File: config.mk
export PLATFORM = sky130hd
export DESIGN_NAME = adcav_front_flat
export DESIGN_NICKNAME = d
export VERILOG_FILES = /design/src/sv/adcav_pkg.sv /design/src/sv/adcav_in_if.sv /design/src/sv/adcav_front.sv /design/src/flat_wrapper.sv
export SDC_FILE = /design/constraint.sdc
export NUM_CORES = 1
export LEC_CHECK = 0
export BUFFER_PORTS_ARGS = -buffer_cell sky130_fd_sc_hd__buf_2
export CORE_ASPECT_RATIO = 0.7
export CORE_MARGIN = 4
export CORE_UTILIZATION = 35
export DETAILED_ROUTE_END_ITERATION = 8
export PLACE_DENSITY = 0.57
export SYNTH_ARGS = -nofsm -noshare
export SYNTH_HDL_FRONTEND = slang
export SYNTH_SLANG_ARGS = --single-unit
File: constraint.sdc
create_clock -name clk -period 3.1 [get_ports clk]
set_input_delay 0.31 -clock clk [delete_from_list [all_inputs] [get_ports clk]]
set_output_delay 0.31 -clock clk [all_outputs]
set_load 0.005 [all_outputs]
File: src/sv/adcav_pkg.sv
// ----------------------------------------------------------------------------
// adcav_pkg
// Shared constants, register codes and types of the ADC averaging converter.
// ----------------------------------------------------------------------------
package adcav_pkg;

  localparam int AVG_LOG2    = 4;
  localparam int SAMPLE_BITS = 12;
  localparam int SUM_W       = SAMPLE_BITS + AVG_LOG2;
  localparam int CNT_W       = AVG_LOG2 + 1;
  localparam int BLOCK_LEN   = 1 << AVG_LOG2;

  // 312.167 * 3300 scaled by 1000, the pressure divisor per reference code.
  localparam longint PDEN_K      = 64'd1030151100;
  localparam longint MBAR_SCALE  = 64'd1000000;
  localparam int     MBAR_MAX    = 12000;
  localparam int     MV_MAX      = 8191;
  localparam int     CENTI_MIN   = 8000;
  localparam int     CENTI_MAX   = 30000;

  // Divider widths: dividend holds the pressure numerator, divisor its denominator.
  localparam int DIVD_W = 56;
  localparam int DIVS_W = 42;

  typedef enum logic [2:0] {
    REG_VREF_CAL_MV   = 3'd0,
    REG_VREF_CAL_CODE = 3'd1,
    REG_TEMP_CAL1_CODE = 3'd2,
    REG_TEMP_CAL2_CODE = 3'd3,
    REG_TEMP_CAL1_DEG = 3'd4,
    REG_TEMP_CAL2_DEG = 3'd5,
    REG_PRESSURE_ZERO = 3'd6
  } reg_idx_t;

  typedef struct packed {
    logic [11:0]        vref_cal_mv;
    logic [11:0]        vref_cal_code;
    logic [11:0]        temp_cal1_code;
    logic [11:0]        temp_cal2_code;
    logic signed [8:0]  temp_cal1_deg;
    logic signed [8:0]  temp_cal2_deg;
    logic [11:0]        pressure_zero_code;
  } cfg_t;

  // One request handed from the front to the back.
  typedef struct packed {
    logic [SAMPLE_BITS-1:0] pressure_avg;
    logic [SAMPLE_BITS-1:0] temp_avg;
    logic [SAMPLE_BITS-1:0] vref_avg;
    logic                   updated;
  } qentry_t;

endpackage

File: src/sv/adcav_in_if.sv
// ----------------------------------------------------------------------------
// adcav_in_if
// Scan channel: one request carries three raw ADC samples.
// ----------------------------------------------------------------------------
interface adcav_in_if;
  logic                             valid;
  logic                             ready;
  logic [adcav_pkg::SAMPLE_BITS-1:0] pressure_sample;
  logic [adcav_pkg::SAMPLE_BITS-1:0] temp_sample;
  logic [adcav_pkg::SAMPLE_BITS-1:0] vref_sample;

  modport source (output valid, pressure_sample, temp_sample, vref_sample, input ready);
  modport sink (input valid, pressure_sample, temp_sample, vref_sample, output ready);
endinterface

File: src/sv/adcav_front.sv
// ----------------------------------------------------------------------------
// adcav_front
// Accepts scans, keeps the block sums and latches the block averages.
// ----------------------------------------------------------------------------
module adcav_front (
  input  logic               clk,
  input  logic               rst,
  adcav_in_if.sink           scan_in,
  input  logic               q_full,
  output logic               q_push,
  output adcav_pkg::qentry_t q_data
);
  import adcav_pkg::*;

  logic [CNT_W-1:0]       sample_count;
  logic [SUM_W-1:0]       pressure_sum, temp_sum, vref_sum;
  logic [SAMPLE_BITS-1:0] pressure_avg, temp_avg, vref_avg;
  logic                   block_done;
  logic [SAMPLE_BITS-1:0] p_avg_next, t_avg_next, v_avg_next;

  assign scan_in.ready = !q_full;
  assign q_push        = scan_in.valid && !q_full;
  assign block_done    = (sample_count >= CNT_W'(BLOCK_LEN));

  always_comb begin
    p_avg_next = block_done ? pressure_sum[SUM_W-1:AVG_LOG2] : pressure_avg;
    t_avg_next = block_done ? temp_sum[SUM_W-1:AVG_LOG2] : temp_avg;
    v_avg_next = block_done ? vref_sum[SUM_W-1:AVG_LOG2] : vref_avg;
    q_data.pressure_avg = p_avg_next;
    q_data.temp_avg     = t_avg_next;
    q_data.vref_avg     = v_avg_next;
    q_data.updated      = block_done;
  end

  always_ff @(posedge clk) begin
    if (rst) begin
      sample_count <= '0;
      pressure_sum <= '0;
      temp_sum     <= '0;
      vref_sum     <= '0;
      pressure_avg <= '0;
      temp_avg     <= '0;
      vref_avg     <= '0;
    end else if (q_push) begin
      pressure_avg <= p_avg_next;
      temp_avg     <= t_avg_next;
      vref_avg     <= v_avg_next;
      if (block_done) begin
        sample_count <= CNT_W'(1);
        pressure_sum <= SUM_W'(scan_in.pressure_sample);
        temp_sum     <= SUM_W'(scan_in.temp_sample);
        vref_sum     <= SUM_W'(scan_in.vref_sample);
      end else begin
        sample_count <= sample_count + CNT_W'(1);
        pressure_sum <= pressure_sum + SUM_W'(scan_in.pressure_sample);
        temp_sum     <= temp_sum + SUM_W'(scan_in.temp_sample);
        vref_sum     <= vref_sum + SUM_W'(scan_in.vref_sample);
      end
    end
  end

endmodule

File: src/flat_wrapper.sv
// flat-port wrapper written by rule: the top's interface ports become plain ports
module adcav_front_flat import adcav_pkg::*;
  (clk, rst, q_full, q_push, q_data, scan_in_valid, scan_in_pressure_sample, scan_in_temp_sample, scan_in_vref_sample, scan_in_ready);
  adcav_in_if scan_in_i ();
  input  logic clk;
  input  logic rst;
  input  logic q_full;
  output logic q_push;
  output adcav_pkg::qentry_t q_data;
  input wire logic [$bits(scan_in_i.valid)-1:0] scan_in_valid;
  input wire logic [$bits(scan_in_i.pressure_sample)-1:0] scan_in_pressure_sample;
  input wire logic [$bits(scan_in_i.temp_sample)-1:0] scan_in_temp_sample;
  input wire logic [$bits(scan_in_i.vref_sample)-1:0] scan_in_vref_sample;
  output wire logic [$bits(scan_in_i.ready)-1:0] scan_in_ready;
  assign scan_in_i.valid = scan_in_valid;
  assign scan_in_i.pressure_sample = scan_in_pressure_sample;
  assign scan_in_i.temp_sample = scan_in_temp_sample;
  assign scan_in_i.vref_sample = scan_in_vref_sample;
  assign scan_in_ready = scan_in_i.ready;
  adcav_front u_core (.clk(clk), .rst(rst), .scan_in(scan_in_i), .q_full(q_full), .q_push(q_push), .q_data(q_data));
endmodule
==> results <==
- The total wirelength of the detailed-routed design is 14300 µm.
- Detailed routing inserted a total of between 4000 and 5000 vias.
- The cell area that synthesis handed to floorplanning was between 5000 and 6000 µm².
- The number of flops mapped to enable cells by yosys is 0.
- The count of standard-cell rows is 38.
- From synthesis to final layout, the design area changed by 16.2%.
- The gate count after technology mapping is between 600 and 700.
- After clock tree synthesis, the clock-pin slew on the worst setup and hold paths is 0.06 ns.
- The number of nets in the layout is around 800.
- The worst-case vdd ir drop is about 0.32 mV.
- For the finished layout, the period the worst path requires is between 2 and 2.5 ns.
- For the worst setup path, the data arrival time is roughly 2.7 ns.
- The remaining number of nets flagged by the antenna check after routing is 0.
- The max-slew headroom at the worst pin is a little over 60%.
- The total count of hold-check failures in the final report came to 0.
- The number of setup buffers added after CTS is 0.
- The detailed placer's ending HPWL is ~10000 µm.
- The maximum count of clock buffers along a single path is 2.
- The number of violations of the max-capacitance limit is 0.
- In this run, synthesis produced a sequential element count of between 80 and 90.
- Setup slack on the worst reg-to-reg path comes out at approximately 0.63 ns.
- The wire length of the first global-routing pass is roughly 24000 µm.
- The number of hold buffers added after CTS was 0.
- The initial antenna violation count is 0.
- For the final database, setup skew stands at just over 0.008 ns.
- The number of instances resized during post-cts repair is 0.
- Measured on the finished design, the core utilization comes to ~41%.
- The classification of the worst setup path is reg -> reg.
- The most used flip-flop cell after synthesis is sky130_fd_sc_hd__dfxtp_1.
- The average cell area after synthesis is between 8 and 9 µm².
- The overall die width is approximately 160 µm.
- Summed over all failing endpoints, the final setup total negative slack is 0 ns.
- TritonCTS built the clock tree.
- Along the worst path, the maximum fanout reaches 3.
- The leftover overflow at the end of global routing is 0.
- The maximum number of pins on one net before global-route repair is a little under 50.
- Buffers placed on the I/O ports in this run total 78.
- The mean routed wirelength per cell is roughly 15 µm.
- The synthesized net count is 759.
- The number of sinks handled by clock tree synthesis is 89.
- The number of cell instances on the worst register-to-register path is 8.
- The total clock buffers created by CTS is 9.
- The measured slew at the worst slew-check pin is about 0.58 ns.
- The cell depth of the worst min-delay path is 3.
- The async set-reset flop share out of synthesis is 0%.
- The floorplan step defined a die boundary enclosing 17800 µm².
- The filler cells instantiated in the layout total between 1500 and 2000.
- The clock root buffer is sky130_fd_sc_hd__clkbuf_16.
- The fraction of final layout cells with drive strength greater than 1 is roughly a fifth.
- The vertical die dimension is between 100 and 150 µm.
- The category of the worst setup path capture point is a flip-flop.
- The number of slew-limit violations in the final report is 0.
- Setup repair after global routing left no endpoint under its margin.
- The worst endpoint required time is around 3.4 ns.
- After synthesis, the netlist uses 53 different library cells.
- The worst hold path belongs to the class in -> reg.
- The final worst-path cycle share is 79.8%.
- The flow ran to the end, and the final reports show no timing, DRC or antenna violations.
- The length of the first detailed-routing pass in iterations is 5.
- For this design the static power due to leakage is between 0.002 and 0.003 µW.
- Across every metal layer, demand over resource in global routing totals 16.4%.
- The initial utilization of the core area, before any placement, comes to 35.6%.
- The clock insertion delay at the later pin of the skew report is roughly 0.34 ns.
- The first routing iteration left 320 violations.
- The H-tree depth reported by CTS is 3.
- The count of yosys warnings during synthesis is 0.
- The boundary pin count is 79.
- In the routed layout, each cell is associated on average with a via count of ~5.3.
- The portion of the post-synthesis area used by sequential elements is between 30% and 40%.
- The post-detailed-route DRC marker count is 0.
- The count of antenna diodes in the layout is 0.
- Setup violations remaining at the end of the flow were counted as 0.
- The power density normalized to cell area is between 400 and 500 nW/µm².
- The number of global-route vias before repair came to about 5000.
- The worst setup path is launched from a flip-flop.
- For this run, the top clock speed supported by timing is 0.404 GHz.
- The area of the core is roughly 15000 µm².
- At the end of routability-driven placement, the weighted congestion stood at slightly above 0.8.
state kept, by name (all words and copies together) (netlist names):
name                 flops
u_core.temp_sum         16
u_core.pressure_sum     16
u_core.sample_count      5
u_core.temp_avg         12
u_core.vref_sum         16
u_core.pressure_avg     12
u_core.vref_avg         12
layout by cell type (no fill, tap or decap), drive strengths merged, types with 15 or more instances in the layout:
| cell type | synthesis | final |
|---|---|---|
| a21oi | 78 | 78 |
| nor3 | 18 | 18 |
| buf | 8 | 88 |
| dfxtp | 89 | 89 |
| a211oi | 23 | 23 |
| xor2 | 15 | 15 |
| nand2 | 105 | 105 |
| ha | 38 | 38 |
| nor2 | 54 | 54 |
| mux2 | 37 | 37 |
| o21ai | 30 | 30 |
Yosys cell counts (3+ instances only):
cell type,number,area share [%]
sky130_fd_sc_hd__a211oi_1,21,2.9
sky130_fd_sc_hd__a21oi_1,78,7.1
sky130_fd_sc_hd__or3_1,8,0.91
sky130_fd_sc_hd__fa_1,3,1.1
sky130_fd_sc_hd__xor2_1,15,2.4
sky130_fd_sc_hd__and3_1,7,0.80
sky130_fd_sc_hd__or4_1,3,0.41
sky130_fd_sc_hd__clkbuf_1,34,2.3
sky130_fd_sc_hd__o21ai_0,27,2.5
sky130_fd_sc_hd__nor2b_1,5,0.57
sky130_fd_sc_hd__a22oi_1,4,0.55
sky130_fd_sc_hd__buf_2,3,0.27
sky130_fd_sc_hd__xnor2_1,12,1.9
sky130_fd_sc_hd__a31oi_1,10,1.1
sky130_fd_sc_hd__nor2_1,54,3.7
sky130_fd_sc_hd__a41o_1,3,0.55
sky130_fd_sc_hd__ha_1,38,8.6
sky130_fd_sc_hd__dfxtp_1,89,32
sky130_fd_sc_hd__nand2_1,105,7.2
sky130_fd_sc_hd__mux2_2,37,7.6
sky130_fd_sc_hd__o21a_1,6,0.82
sky130_fd_sc_hd__nor3_1,18,1.6
sky130_fd_sc_hd__buf_1,4,0.27
sky130_fd_sc_hd__o211ai_1,11,1.5
sky130_fd_sc_hd__mux2i_1,11,2.0
sky130_fd_sc_hd__nand3_1,8,0.73
sky130_fd_sc_hd__a21o_1,13,1.8
sky130_fd_sc_hd__and2_1,3,0.34
sky130_fd_sc_hd__nand2b_1,4,0.45
sky130_fd_sc_hd__nand4_1,4,0.45
sky130_fd_sc_hd__o22ai_1,6,0.68
sky130_fd_sc_hd__inv_1,7,0.48
final cells by class:
type	count	area (µm²)	area share, %
clock buffers	12	268	4.19
clock inverters	4	72.6	1.13
inverters	8	30.0	0.469
multi-input cells	538	3520	55.1
flip-flops and latches	89	1790	27.9
well taps	200	250	3.91
repair buffers	88	465	7.28
path summary, 6_finish.rpt:
kind,startpoint,end
worst max-delay path,u_core.temp_sum[0]$_SDFFE_PP0P_,u_core.temp_sum[10]$_SDFFE_PP0P_
worst min-delay path,scan_in_pressure_sample[10],u_core.pressure_sum[10]$_SDFFE_PP0P_
worst max register to register,u_core.temp_sum[0]$_SDFFE_PP0P_,u_core.temp_sum[10]$_SDFFE_PP0P_
worst min register to register,u_core.temp_avg[11]$_SDFFE_PP0P_,u_core.temp_avg[11]$_SDFFE_PP0P_
through the flow:
step                      cell area [µm²]  cells  hold slack [ns]  power [µW]  setup WS (ns)
after floorplan                      5510    678            0.434        1620          0.782
after global placement               6060    923            0.439        1730          0.542
after detailed placement             6060    923            0.444        1750          0.510
after CTS                            6400    939            0.273        3000          0.623
after global routing                 6400    939            0.302        3110          0.499
final                                6400    939            0.283        2960          0.626
cells by family (layout without fill, tap and decap cells):
logic type	Yosys count	count (layout)	share of synthesized area (%)
AOI/OAI and AO/OA	196	196	22.3
xor gates and xnor gates	27	27	4.29
adders and majority gates	41	41	9.73
buffers and inverters	51	112	3.64
DFF	89	89	32.4
muxes	48	48	9.57
and+or+nand+nor	226	226	18.1
per-layer routing:
metal	up-vias	global-route usage [%]	part of all wire, %
met5	-	0	0
met4	0	3.84	1.0
met3	10	3.44	3.7
met2	86	27.1	47
met1	2277	22.0	48
li1	2560	-	-
critical path: stages (launching register included):
cell and delay, ns:
sky130_fd_sc_hd__dfxtp_1 0.32, sky130_fd_sc_hd__ha_1 0.22, sky130_fd_sc_hd__fa_1 0.44, sky130_fd_sc_hd__a211oi_2 0.28, sky130_fd_sc_hd__o21ai_2 0.13, sky130_fd_sc_hd__o2111a_1 0.26, sky130_fd_sc_hd__o21a_1 0.22, sky130_fd_sc_hd__or3_1 0.36
sky130_fd_sc_hd__a211oi_2 0.17
power breakdown:
group / switching (µW) / internal (µW) / total, µW / leakage [µW]
Combinational: 292 / 217 / 509 / 0.00184
Sequential: 39.0 / 1180 / 1220 / 0.000724
Clock: 454 / 777 / 1230 / 0.000164
Total: 785 / 2180 / 2960 / 0.00273
(Power assumes the default switching activity.)
