==> src/sv/adcav_pkg.sv <==
// ----------------------------------------------------------------------------
// adcav_pkg
// Shared constants, register codes and types of the ADC averaging converter.
// ----------------------------------------------------------------------------
package adcav_pkg;

  localparam int AVG_LOG2    = 4;
  localparam int SAMPLE_BITS = 12;
  localparam int SUM_W       = SAMPLE_BITS + AVG_LOG2;
  localparam int CNT_W       = AVG_LOG2 + 1;
  localparam int BLOCK_LEN   = 1 << AVG_LOG2;

  // 312.167 * 3300 scaled by 1000, the pressure divisor per reference code.
  localparam longint PDEN_K      = 64'd1030151100;
  localparam longint MBAR_SCALE  = 64'd1000000;
  localparam int     MBAR_MAX    = 12000;
  localparam int     MV_MAX      = 8191;
  localparam int     CENTI_MIN   = 8000;
  localparam int     CENTI_MAX   = 30000;

  // Divider widths: dividend holds the pressure numerator, divisor its denominator.
  localparam int DIVD_W = 56;
  localparam int DIVS_W = 42;

  typedef enum logic [2:0] {
    REG_VREF_CAL_MV   = 3'd0,
    REG_VREF_CAL_CODE = 3'd1,
    REG_TEMP_CAL1_CODE = 3'd2,
    REG_TEMP_CAL2_CODE = 3'd3,
    REG_TEMP_CAL1_DEG = 3'd4,
    REG_TEMP_CAL2_DEG = 3'd5,
    REG_PRESSURE_ZERO = 3'd6
  } reg_idx_t;

  typedef struct packed {
    logic [11:0]        vref_cal_mv;
    logic [11:0]        vref_cal_code;
    logic [11:0]        temp_cal1_code;
    logic [11:0]        temp_cal2_code;
    logic signed [8:0]  temp_cal1_deg;
    logic signed [8:0]  temp_cal2_deg;
    logic [11:0]        pressure_zero_code;
  } cfg_t;

  // One request handed from the front to the back.
  typedef struct packed {
    logic [SAMPLE_BITS-1:0] pressure_avg;
    logic [SAMPLE_BITS-1:0] temp_avg;
    logic [SAMPLE_BITS-1:0] vref_avg;
    logic                   updated;
  } qentry_t;

endpackage

==> src/sv/adcav_fifo.sv <==
// ----------------------------------------------------------------------------
// adcav_fifo
// Two-entry queue between the front and the back.
// ----------------------------------------------------------------------------
module adcav_fifo (
  input  logic               clk,
  input  logic               rst,
  input  logic               push,
  input  adcav_pkg::qentry_t push_data,
  input  logic               pop,
  output adcav_pkg::qentry_t pop_data,
  output logic               full,
  output logic               not_empty
);
  import adcav_pkg::*;

  qentry_t    mem [2];
  logic       wr_ptr, rd_ptr;
  logic [1:0] count;

  assign full      = (count == 2'd2);
  assign not_empty = (count != 2'd0);
  assign pop_data  = mem[rd_ptr];

  always_ff @(posedge clk) begin
    if (push) begin
      mem[wr_ptr] <= push_data;
    end
  end

  always_ff @(posedge clk) begin
    if (rst) begin
      wr_ptr <= 1'b0;
      rd_ptr <= 1'b0;
      count  <= 2'd0;
    end else begin
      if (push) begin
        wr_ptr <= !wr_ptr;
      end
      if (pop) begin
        rd_ptr <= !rd_ptr;
      end
      count <= count + 2'(push) - 2'(pop);
    end
  end

endmodule

==> config.mk <==
export PLATFORM = sky130hd
export DESIGN_NAME = adcav_fifo
export DESIGN_NICKNAME = d
export VERILOG_FILES = /design/src/sv/adcav_pkg.sv /design/src/sv/adcav_fifo.sv
export SDC_FILE = /design/constraint.sdc
export NUM_CORES = 1
export LEC_CHECK = 0
export BUFFER_PORTS_ARGS = -buffer_cell sky130_fd_sc_hd__buf_2
export CAP_MARGIN = 20
export CORE_UTILIZATION = 46
export DETAILED_ROUTE_END_ITERATION = 8
export GPL_ROUTABILITY_DRIVEN = 0
export GPL_TIMING_DRIVEN = 0
export HOLD_SLACK_MARGIN = 0.08
export PLACE_DENSITY = 0.78
export SYNTH_ARGS = -nofsm -noshare
export SYNTH_HDL_FRONTEND = slang
export SYNTH_SLANG_ARGS = --single-unit
==> constraint.sdc <==
create_clock -name clk -period 2.98 [get_ports clk]
set_input_delay 0.447 -clock clk [delete_from_list [all_inputs] [get_ports clk]]
set_output_delay 0.447 -clock clk [all_outputs]
set_load 0.02 [all_outputs]
==> reports/qor.log, run 1 <==
[drt] wire per inst 15.06 µm
[global_route] total routing resource utilization after global routing 14.10%
[placed_design] count of buffers from port buffering 79
[sta] hold_ws 0.3058 ns
[critical_path] Critical path destination pop_data[15]
[sta] crit share post-route 64.32%
[power_and_ir_drop] Power Dens Cells 667.1 nW/µm²
[finish] layout cells sized above 1 58.62%
[synthesis] synth unique cells 14
[clocking] Longest Clk Path Bufs 2
[sta] worst slew margin relative to its limit 39.34%
[floorplanning] Core Box Area 6350 µm²
[critical_path] cells along the critical path buf_6 -> buf_12 -> mux2_4 -> buf_2
[synthesis] share of the synthesized area in the top cell type 73.06%
[placed_design] Detail Placement HPWL 3218 µm
[synthesis] cell area after synthesis 3042 µm²
[power_and_ir_drop] worst vdd rail ir drop 374.6 µV
[finish] layout filler cell count 490
[floorplanning] Die Y 83.32 µm
[placed_design] total placed instance area 3570 µm²
[global_route] antenna violations before repair 0
[critical_path] Arrival @ worst endpoint 1.47 ns
[drt] total number of vias 1490
[finish] antenna diode instance count 0
[global_route] global-route met1 utilization 15.57%
[placed_design] setup slack at placement 1.207 ns
[critical_path] endpoint kind of the worst setup timing path primary output
[drt] number of routed nets with antenna violations 0
[sta] slew at the pin closest to its max-slew limit 0.9099 ns
[global_route] wire length of the first global-routing pass 7203 µm
[sta] Min Clock Period, post-route 1.917 ns
[critical_path] maximum single-stage delay on the critical path 0.34 ns
[synthesis] yosys synthesis warning count 0
[critical_path] Worst R2R Path Depth 1
[clocking] H-tree depth reported by CTS 3
[global_route] number of global-route vias before repair 1503
[drt] routed wire length 4654 µm
[min_path] Hold/Removal Path Class in -> reg
[drt] drt first pass iters 4
[finish] area used by sequential logic in the layout 2322 µm²
[finish] cell area after layout 3774 µm²
[synthesis] cell types with the largest area share after synthesis edfxtp_1 73%, mux2_4 15%, dfxtp_1 3.3%
[sta] setup repair after global routing missed its margin no
[critical_path] critical path buffer and inverter count 3
[synthesis] Synth Register Bits 79
[floorplanning] effective utilization at floorplan 47.90%
[critical_path] reg-to-reg slack, setup 1.40 ns
[finish] leading cell type in the layout, fill and taps excluded buf_2
[critical_path] stages on the worst setup path 4
[critical_path] largest fanout of any net on the critical path 10
[finish] leading cell types in the layout, fill and taps excluded 79 x buf_2, 74 x edfxtp_1, 30 x mux2_4, 9 x clkbuf_8, 7 x mux2_2
[clocking] number of buffers created by CTS 9
[sta] number of pins with negative max-slew slack in the final report 0
[clocking] clock latency on the worst-skew pair 0.32 ns
[clocking] Clock Sink Count 79
[sta] Finish-stage setup viols 0
[sta] Final WS setup 1.063 ns
[power_and_ir_drop] P_leak 1.514 nW
[global_route] grt ovf 0
[finish] Synth-to-Final Area Change 24.06%
[floorplanning] Horiz. Die Dim 83.32 µm
[global_route] layer with the highest usage after global routing met2
[drt] total DRC errors in the routed layout 0
[floorplanning] Top Ports 80
[outcome] result of the run complete, no violations
[sta] number of hold violations in the final report 0
[sta] post-route clock skew 0.004005 ns
[critical_path] dominant delay contributor by cell family on the critical path buffers and inverters
[clocking] clock transition at the registers of the reported paths 0.08 ns
[global_route] met3 Resource Use GR 5.169%
[finish] area of the multi-input gates 649.4 µm²
[synthesis] Post-Syn Area per Cell 22.37 µm²
[power_and_ir_drop] sum of internal, switching and leakage power 2.518 mW
[synthesis] synthesized netlist cell count 136
[critical_path] Crit Reg-Reg Startpoint wr_ptr
[clocking] clock tree from TritonCTS yes
[drt] Initial DRC Count 66
[clocking] Post-CTS Setup Repair Bufs 0
[floorplanning] area of the die 6941 µm²
[synthesis] Mapped Nets 179
[clocking] number of resized instances in the post-cts repair step 0
[synthesis] cell type contributing the most total cell area after synthesis edfxtp_1
[critical_path] critical path class reg -> out
[sta] Highest Clock Rate 521.7 MHz
[floorplanning] Row Count 29
[critical_path] cell with the largest stage delay on the worst path dfxtp_1
[job] number of max-cap violations 0
[critical_path] capture point of the worst reg-to-reg path mem[1][28]
[drt] post-DR vias/cell 4.822
[clocking] number of buffers added to fix hold violations after cts 0
[synthesis] Seq/Total Area, Yosys 76.35%
[global_route] pin count of the biggest net entering global routing 38
[critical_path] Worst Setup Start Kind flop
[finish] number of nets in the finished design 270
[clocking] library cell used as clock root buffer clkbuf_8
[global_route] met2 routing resource usage after global routing 23.70%
[critical_path] Crit path required time 2.53 ns
-- how the worst min path moves through the flow --
| stage | from | to | slack (ns) | cells past startpoint |
|---|---|---|---|---|
| final | push_data[1] | mem[0][1] | 0.31 | 1 |
| after global routing | push_data[1] | mem[0][1] | 0.28 | 1 |
| after CTS | push_data[1] | mem[0][1] | 0.29 | 1 |
| after detailed placement | rd_ptr | flop | 0.52 | 2 |
| after global placement | rd_ptr | rd_ptr | 0.50 | 2 |
| after floorplan | rd_ptr | flop | 0.48 | 2 |
-- per-layer routing --
| layer | vias to the layer above | part of all wire [%] |
|---|---|---|
| met5 | - | 0 |
| met4 | 0 | 2.6 |
| met3 | 10 | 5.8 |
| met2 | 60 | 52 |
| met1 | 714 | 39 |
| li1 | 706 | - |
-- area by class of cell --
class | count | share of cell area [%]
buffer | 4 | 1.890
clock buffer | 11 | 3.481
clock inverter | 5 | 1.923
inverter | 2 | 0.1989
multi-input combinational | 51 | 17.21
sequential | 79 | 61.54
tap | 77 | 2.553
timing repair buffer | 80 | 11.21
-- power breakdown --
group | total, mW | leakage [nW] | internal, mW | switching (mW)
Clock | 0.811 | 0.102 | 0.466 | 0.345
Sequential | 1.31 | 0.736 | 1.29 | 0.0219
Combinational | 0.392 | 0.676 | 0.191 | 0.201
-- state kept, by name (all words and copies together) (netlist names), named ones only --
signal and flops:
mem 74, count 2, rd_ptr 1, wr_ptr 1
-- cells in the mapped netlist (all sizes together) --
cell	count
edfxtp	74
mux2	37
dfxtp	5
buf	4
nor2	4
nor2b	3
ha	2
inv	2
xnor2	2
and2	1
or2	1
xnor3	1
-- cell families (layout without fill, tap and decap cells) --
kind of cell / after synthesis / count (layout) / share of synthesized area (%)
xor+xnor: 3 / 3 / 1.316
fa+ha+maj: 2 / 2 / 0.8226
buf+inv: 6 / 102 / 2.592
flops: 79 / 79 / 76.35
mux: 37 / 37 / 17.40
simple gates: 9 / 9 / 1.522
-- stage by stage --
stage	util [%]	std cells	setup TNS, ns
2_1_floorplan	-	136	0
3_3_place_gp	55.65	292	-22.47
3_5_place_dp	56.22	293	0
4_1_cts	59.43	309	0
5_1_grt	59.43	309	0
6_report	59.43	309	0
(Power assumes the default switching activity.)
==> run 2, diff against run 1 <==
- PLACE_DENSITY: 0.78 -> 0.81
- clock period: 2.98 -> 1.7 ns (I/O delays scaled with it)
==> reports/qor.log, run 2 (synthesis gave the netlist of run 1 again) <==
[outcome] result of the run complete, no violations
[finish] layout cells sized above 1 60.50% [+1.9 points]
[sta] slew at the pin closest to its max-slew limit 0.8969 ns [-0.01304 ns]
[sta] Final WS setup 0.01534 ns [-1.048 ns]
[clocking] clock tree from TritonCTS yes
[drt] Initial DRC Count 87 [+32%]
[drt] total DRC errors in the routed layout 0 [unchanged]
[floorplanning] Row Count 29 [unchanged]
[sta] number of hold violations in the final report 0 [unchanged]
[clocking] library cell used as clock root buffer clkbuf_8
[sta] crit share post-route 99.10%
[floorplanning] Die Y 83.32 µm [unchanged]
[floorplanning] effective utilization at floorplan 47.90% [unchanged]
[power_and_ir_drop] Clk network pwr share 31.5% [-0.7 points]
[sta] setup repair after global routing missed its margin yes
[drt] total number of vias 1511 [+1.4%]
[finish] antenna diode instance count 0 [unchanged]
[finish] final design utilization 64.39% [+5.0 points]
[drt] post-DR vias/cell 4.797 [-0.52%]
[global_route] number of global-route vias before repair 1579 [+5.1%]
[placed_design] count of buffers from port buffering 79 [unchanged]
[power_and_ir_drop] switching fraction of total power 22.89% [+0.32 points]
[critical_path] Arrival @ worst endpoint 1.43 ns [-0.04 ns]
[clocking] clock latency on the worst-skew pair 0.33 ns [about the same]
[drt] drt first pass iters 4 [unchanged]
[finish] leading cell types in the layout, fill and taps excluded 74 x edfxtp_1, 51 x buf_2, 34 x mux2_4, 30 x buf_6, 9 x clkbuf_8
[critical_path] endpoint kind of the worst setup timing path primary output
[power_and_ir_drop] worst vdd rail ir drop 692.8 µV [+85%]
[job] number of max-cap violations 0 [unchanged]
[min_path] start point of the worst min-delay path push_data[8]
[critical_path] largest fanout of any net on the critical path 7 [-3]
[power_and_ir_drop] Power Dens Cells 1130 nW/µm² [+69%]
[clocking] clock transition at the registers of the reported paths 0.08 ns [about the same]
[finish] leading cell type in the layout, fill and taps excluded edfxtp_1
[sta] number of pins with negative max-slew slack in the final report 0 [unchanged]
[power_and_ir_drop] share of power burned in registers 49.9% [-2.3 points]
[floorplanning] Horiz. Die Dim 83.32 µm [unchanged]
[power_and_ir_drop] P_leak 1.643 nW [+8.5%]
[finish] layout filler cell count 455 [-7.1%]
[global_route] antenna violations before repair 0 [unchanged]
[global_route] met2 routing resource usage after global routing 24.52% [+0.82 points]
[global_route] layer with the highest usage after global routing met2
[floorplanning] Top Ports 80 [unchanged]
[sta] Highest Clock Rate 593.6 MHz
[placed_design] Detail Placement HPWL 3014 µm [-6.3%]
[drt] number of routed nets with antenna violations 0 [unchanged]
[power_and_ir_drop] cell internal pwr 3.564 mW [+83%]
[finish] max reg flops 74 [unchanged]
[floorplanning] area of the die 6941 µm² [unchanged]
[sta] aggregate negative setup slack 0 ns [unchanged]
[clocking] number of buffers created by CTS 9 [unchanged]
[finish] cell area after layout 4089 µm² [+8.4%]
[global_route] global-route met1 utilization 16.21% [+0.64 points]
[finish] number of nets in the finished design 276 [+2.2%]
[placed_design] setup slack at placement -0.01857 ns [-1.226 ns]
[power_and_ir_drop] sum of internal, switching and leakage power 4.621 mW [+84%]
[clocking] Clock Sink Count 79 [unchanged]
[finish] registers with the most flip-flops mem: 74 flops, count: 2 flops
[clocking] Longest Clk Path Bufs 2 [unchanged]
[global_route] met3 Resource Use GR 4.374% [-0.80 points]
[sta] worst slew margin relative to its limit 40.21% [+0.87 points]
[critical_path] Worst Setup Start Kind flop
[min_path] Hold/Removal Path Class in -> reg
[power_and_ir_drop] sw power 1.058 mW [+86%]
[global_route] grt ovf 0 [unchanged]
[finish] top register by number of flip-flops mem
[critical_path] reg-to-reg slack, setup 0.14 ns [-1.26 ns]
[finish] Synth-to-Final Area Change 34.43%
[global_route] pin count of the biggest net entering global routing 38 [unchanged]
[critical_path] critical path class reg -> out
[global_route] total routing resource utilization after global routing 14.37% [+0.27 points]
[drt] routed wire length 4865 µm [+4.5%]
[sta] post-route clock skew 0.006117 ns [+0.002112 ns]
[sta] Min Clock Period, post-route 1.685 ns
[sta] Finish-stage setup viols 0 [unchanged]
[critical_path] Crit path required time 1.44 ns [-1.09 ns]
[global_route] wire length of the first global-routing pass 7417 µm [+3.0%]
[clocking] H-tree depth reported by CTS 3 [unchanged]
[floorplanning] Core Box Area 6350 µm² [unchanged]
[placed_design] total placed instance area 3542 µm² [-0.77%]
[critical_path] Crit Reg-Reg Startpoint wr_ptr
[power_and_ir_drop] Comb pwr share 18.5% [+2.9 points]
[drt] wire per inst 15.44 µm [+2.5%]
## run 2: layer usage
layer / wire, µm / up-vias / part of all wire [%]
met5: 0 / - / 0
met2: 2616 / 59 / 54
met4: 83 / 0 / 1.7
met1: 1929 / 728 / 40
met3: 235 / 9 / 4.8
li1: - / 715 / -
## run 2: timing repair
action	CTS	global route
hold endpoints to repair	0	0
gates resized for setup	3	66
pin swaps	0	0
buffers inserted	2	0
hold buffers	0	0
gates cloned	2	2
setup endpoints to repair	30	30
## run 2: power groups by stage
stage	sequential (mW)	clock (mW)	combinational, mW
2_1_floorplan	2.34	0	0.482
3_3_place_gp	2.34	0	0.670
3_5_place_dp	2.35	0	0.681
4_1_cts	2.31	1.49	0.710
5_1_grt	2.32	1.57	0.908
6_report	2.31	1.46	0.856
## run 2: final timing paths
kind / endpoint / cells after the start
max: pop_data[17] / 4
min: mem[0][8] / 1
max reg2reg: mem[1][34] / 1
min reg2reg: flop / 2
## run 2: final cells by class
cell class                 instances  area, µm²  share of cell area [%]
buffer                             4      80.08                   1.958
sequential                        79       2323                   56.82
inverter                           2      7.507                  0.1836
clock buffer                      10      127.6                   3.121
clock inverter                     6      83.83                   2.050
multi-input combinational         51      664.4                   16.25
tap                               77      96.34                   2.356
timing repair buffer              86      705.7                   17.26
## run 2: per-stage QoR
stage	hold WS, ns	cells
3_3_place_gp	0.4425	292
4_1_cts	0.08185	312
6_report	0.1005	315
2_1_floorplan	0.3266	136
5_1_grt	0.08319	315
3_5_place_dp	0.4457	292
## run 2: worst max-delay path, stage by stage (launching register included)
cell,delay (ns)
dfxtp_2,0.36
buf_12,0.15
clkbuf_16,0.16
mux2_4,0.30
buf_6,0.13
==> run 3, diff against run 2 <==
- CORE_UTILIZATION: 46 -> 36
- PLACE_DENSITY: 0.81 -> 0.67
==> reports/qor.log, run 3 (synthesis gave the netlist of run 1 again) <==
[drt] Initial DRC Count 62 [-29%]
[global_route] number of global-route vias before repair 1628 [+3.1%]
[sta] setup repair after global routing missed its margin yes
[drt] wire per inst 14.66 µm [-5.0%]
[finish] leading cell types in the layout, fill and taps excluded 74 x edfxtp_1, 56 x buf_2, 33 x mux2_4, 23 x buf_6, 16 x dlygate4sd3_1
[global_route] wire length of the first global-routing pass 7797 µm [+5.1%]
[finish] registers with the most flip-flops mem: 74 flops, count: 2 flops
[placed_design] Detail Placement HPWL 3163 µm [+4.9%]
[global_route] total routing resource utilization after global routing 12.15% [-2.2 points]
[sta] Final WS setup 0.0005774 ns [-0.01476 ns]
[placed_design] count of buffers from port buffering 79 [unchanged]
[power_and_ir_drop] sum of internal, switching and leakage power 4.376 mW [-5.3%]
[power_and_ir_drop] P_leak 1.671 nW [+1.7%]
[critical_path] critical path class reg -> out
[clocking] clock tree from TritonCTS yes
[clocking] H-tree depth reported by CTS 3 [unchanged]
[finish] layout cells sized above 1 57.31% [-3.2 points]
[floorplanning] Horiz. Die Dim 93.92 µm [+13%]
[drt] routed wire length 5250 µm [+7.9%]
[drt] total number of vias 1584 [+4.8%]
[critical_path] Worst Setup Start Kind flop
[finish] antenna diode instance count 0 [unchanged]
[outcome] result of the run complete, no violations
[floorplanning] Die Y 93.92 µm [+13%]
[sta] number of hold violations in the final report 0 [unchanged]
[floorplanning] Core Box Area 8217 µm² [+29%]
[clocking] number of buffers created by CTS 9 [unchanged]
[finish] cell area after layout 4194 µm² [+2.6%]
[job] number of max-cap violations 0 [unchanged]
[sta] number of pins with negative max-slew slack in the final report 0 [unchanged]
[sta] Finish-stage setup viols 0 [unchanged]
[critical_path] Worst R2R Path Depth 6 [+5]
[drt] number of routed nets with antenna violations 0 [unchanged]
[finish] final design utilization 51.04% [-13 points]
[clocking] Clock Sink Count 79 [unchanged]
[min_path] worst hold path cell count 1 [unchanged]
[power_and_ir_drop] Power Dens Cells 1043 nW/µm² [-7.7%]
[sta] Min Clock Period, post-route 1.699 ns [+0.01476 ns]
[finish] number of nets in the finished design 291 [+5.4%]
[critical_path] Crit path required time 1.44 ns [about the same]
[global_route] grt ovf 0 [unchanged]
[critical_path] largest fanout of any net on the critical path 10 [+3]
[drt] drt first pass iters 4 [unchanged]
[power_and_ir_drop] worst vdd rail ir drop 479.6 µV [-31%]
[sta] slew at the pin closest to its max-slew limit 0.4168 ns [-0.4801 ns]
[finish] leading cell type in the layout, fill and taps excluded edfxtp_1
[critical_path] endpoint kind of the worst setup timing path primary output
[sta] aggregate negative setup slack 0 ns [unchanged]
[sta] Highest Clock Rate 588.4 MHz [-0.87%]
[clocking] Longest Clk Path Bufs 2 [unchanged]
[clocking] clock latency on the worst-skew pair 0.34 ns [about the same]
[finish] Synth-to-Final Area Change 37.89%
[sta] post-route clock skew 0.009094 ns [+0.002977 ns]
[sta] crit share post-route 99.97% [+0.87 points]
[min_path] Hold/Removal Path Class in -> reg
[placed_design] total placed instance area 3597 µm² [+1.6%]
[floorplanning] area of the die 8821 µm² [+27%]
[clocking] clock transition at the registers of the reported paths 0.09 ns [about the same]
[global_route] pin count of the biggest net entering global routing 38 [unchanged]
[critical_path] Arrival @ worst endpoint 1.44 ns [about the same]
[drt] post-DR vias/cell 4.425 [-7.8%]
[sta] worst slew margin relative to its limit 72.15% [+32 points]
[floorplanning] Top Ports 80 [unchanged]
[finish] top register by number of flip-flops mem
[drt] total DRC errors in the routed layout 0 [unchanged]
[finish] max reg flops 74 [unchanged]
[global_route] antenna violations before repair 0 [unchanged]
[clocking] library cell used as clock root buffer clkbuf_8
[floorplanning] effective utilization at floorplan 37.02% [-11 points]
[placed_design] setup slack at placement -0.04825 ns [-0.02968 ns]
[floorplanning] Row Count 33 [+14%]
run 3: changes by cell type in the layout (fill, tap and decap cells not counted), moves of 2 or more:
| cell | delta |
|---|---|
| clkinv_4 | +2 |
| buf_2 | +5 |
| buf_6 | -7 |
| clkinv_2 | +2 |
| buf_16 | -2 |
| dlygate4sd3_1 | +16 |
| bufinv_16 | -2 |
| buf_12 | +3 |
run 3: per-layer routing:
metal / share of wire, % / wire (µm) / vias to the layer above / GRT usage (%)
li1: - / - / 748 / -
met1: 42 / 2211 / 775 / 13.31
met2: 51 / 2700 / 54 / 21.78
met3: 5.3 / 277 / 7 / 3.883
met4: 1.1 / 60 / 0 / 4.615
met5: 0 / 0 / - / 0
run 3: critical path, stage by stage, from the launching register on:
cell,delay [ns]
dfxtp_4,0.36
buf_12,0.13
buf_12,0.15
mux2_4,0.30
buf_2,0.16
run 3: through the flow:
stage | hold WS [ns] | instances
final | 0.1026 | 358
after global placement | 0.4424 | 320
after floorplan | 0.3266 | 136
after global routing | 0.08009 | 358
after CTS | 0.08081 | 349
after detailed placement | 0.4460 | 321
run 3: power breakdown:
group          total [mW]  internal [mW]  switching [mW]
Sequential           2.30           2.26          0.0388
Clock                1.22          0.530           0.685
Combinational       0.858          0.472           0.385
Total                4.38           3.27            1.11
run 3: final cells by class:
class / instances / area (µm²)
buffer: 4 / 80.08
clock buffer: 9 / 123.9
sequential: 79 / 2326
inverter: 2 / 7.507
clock inverter: 7 / 47.55
multi-input combinational: 51 / 660.6
timing repair buffer: 101 / 817.0
tap: 105 / 131.4
fill: 679 / 4023
run 3: path summary, 6_finish.rpt:
kind	from	to	slack [ns]
hold / removal	push_data[32]	mem[1][32]	0.10
hold reg to reg	rd_ptr	flop	0.52
setup reg to reg	count[0]	count[1]	0.34
setup / recovery	flop	pop_data[17]	0.0006
run 3: what timing repair did:
item                                   CTS  global route
resized for setup                       10            43
buffers inserted                         1             1
endpoints found under the hold margin   19            10
setup endpoints to repair               30            33
gates cloned                             0             2
hold buffers                            11             5
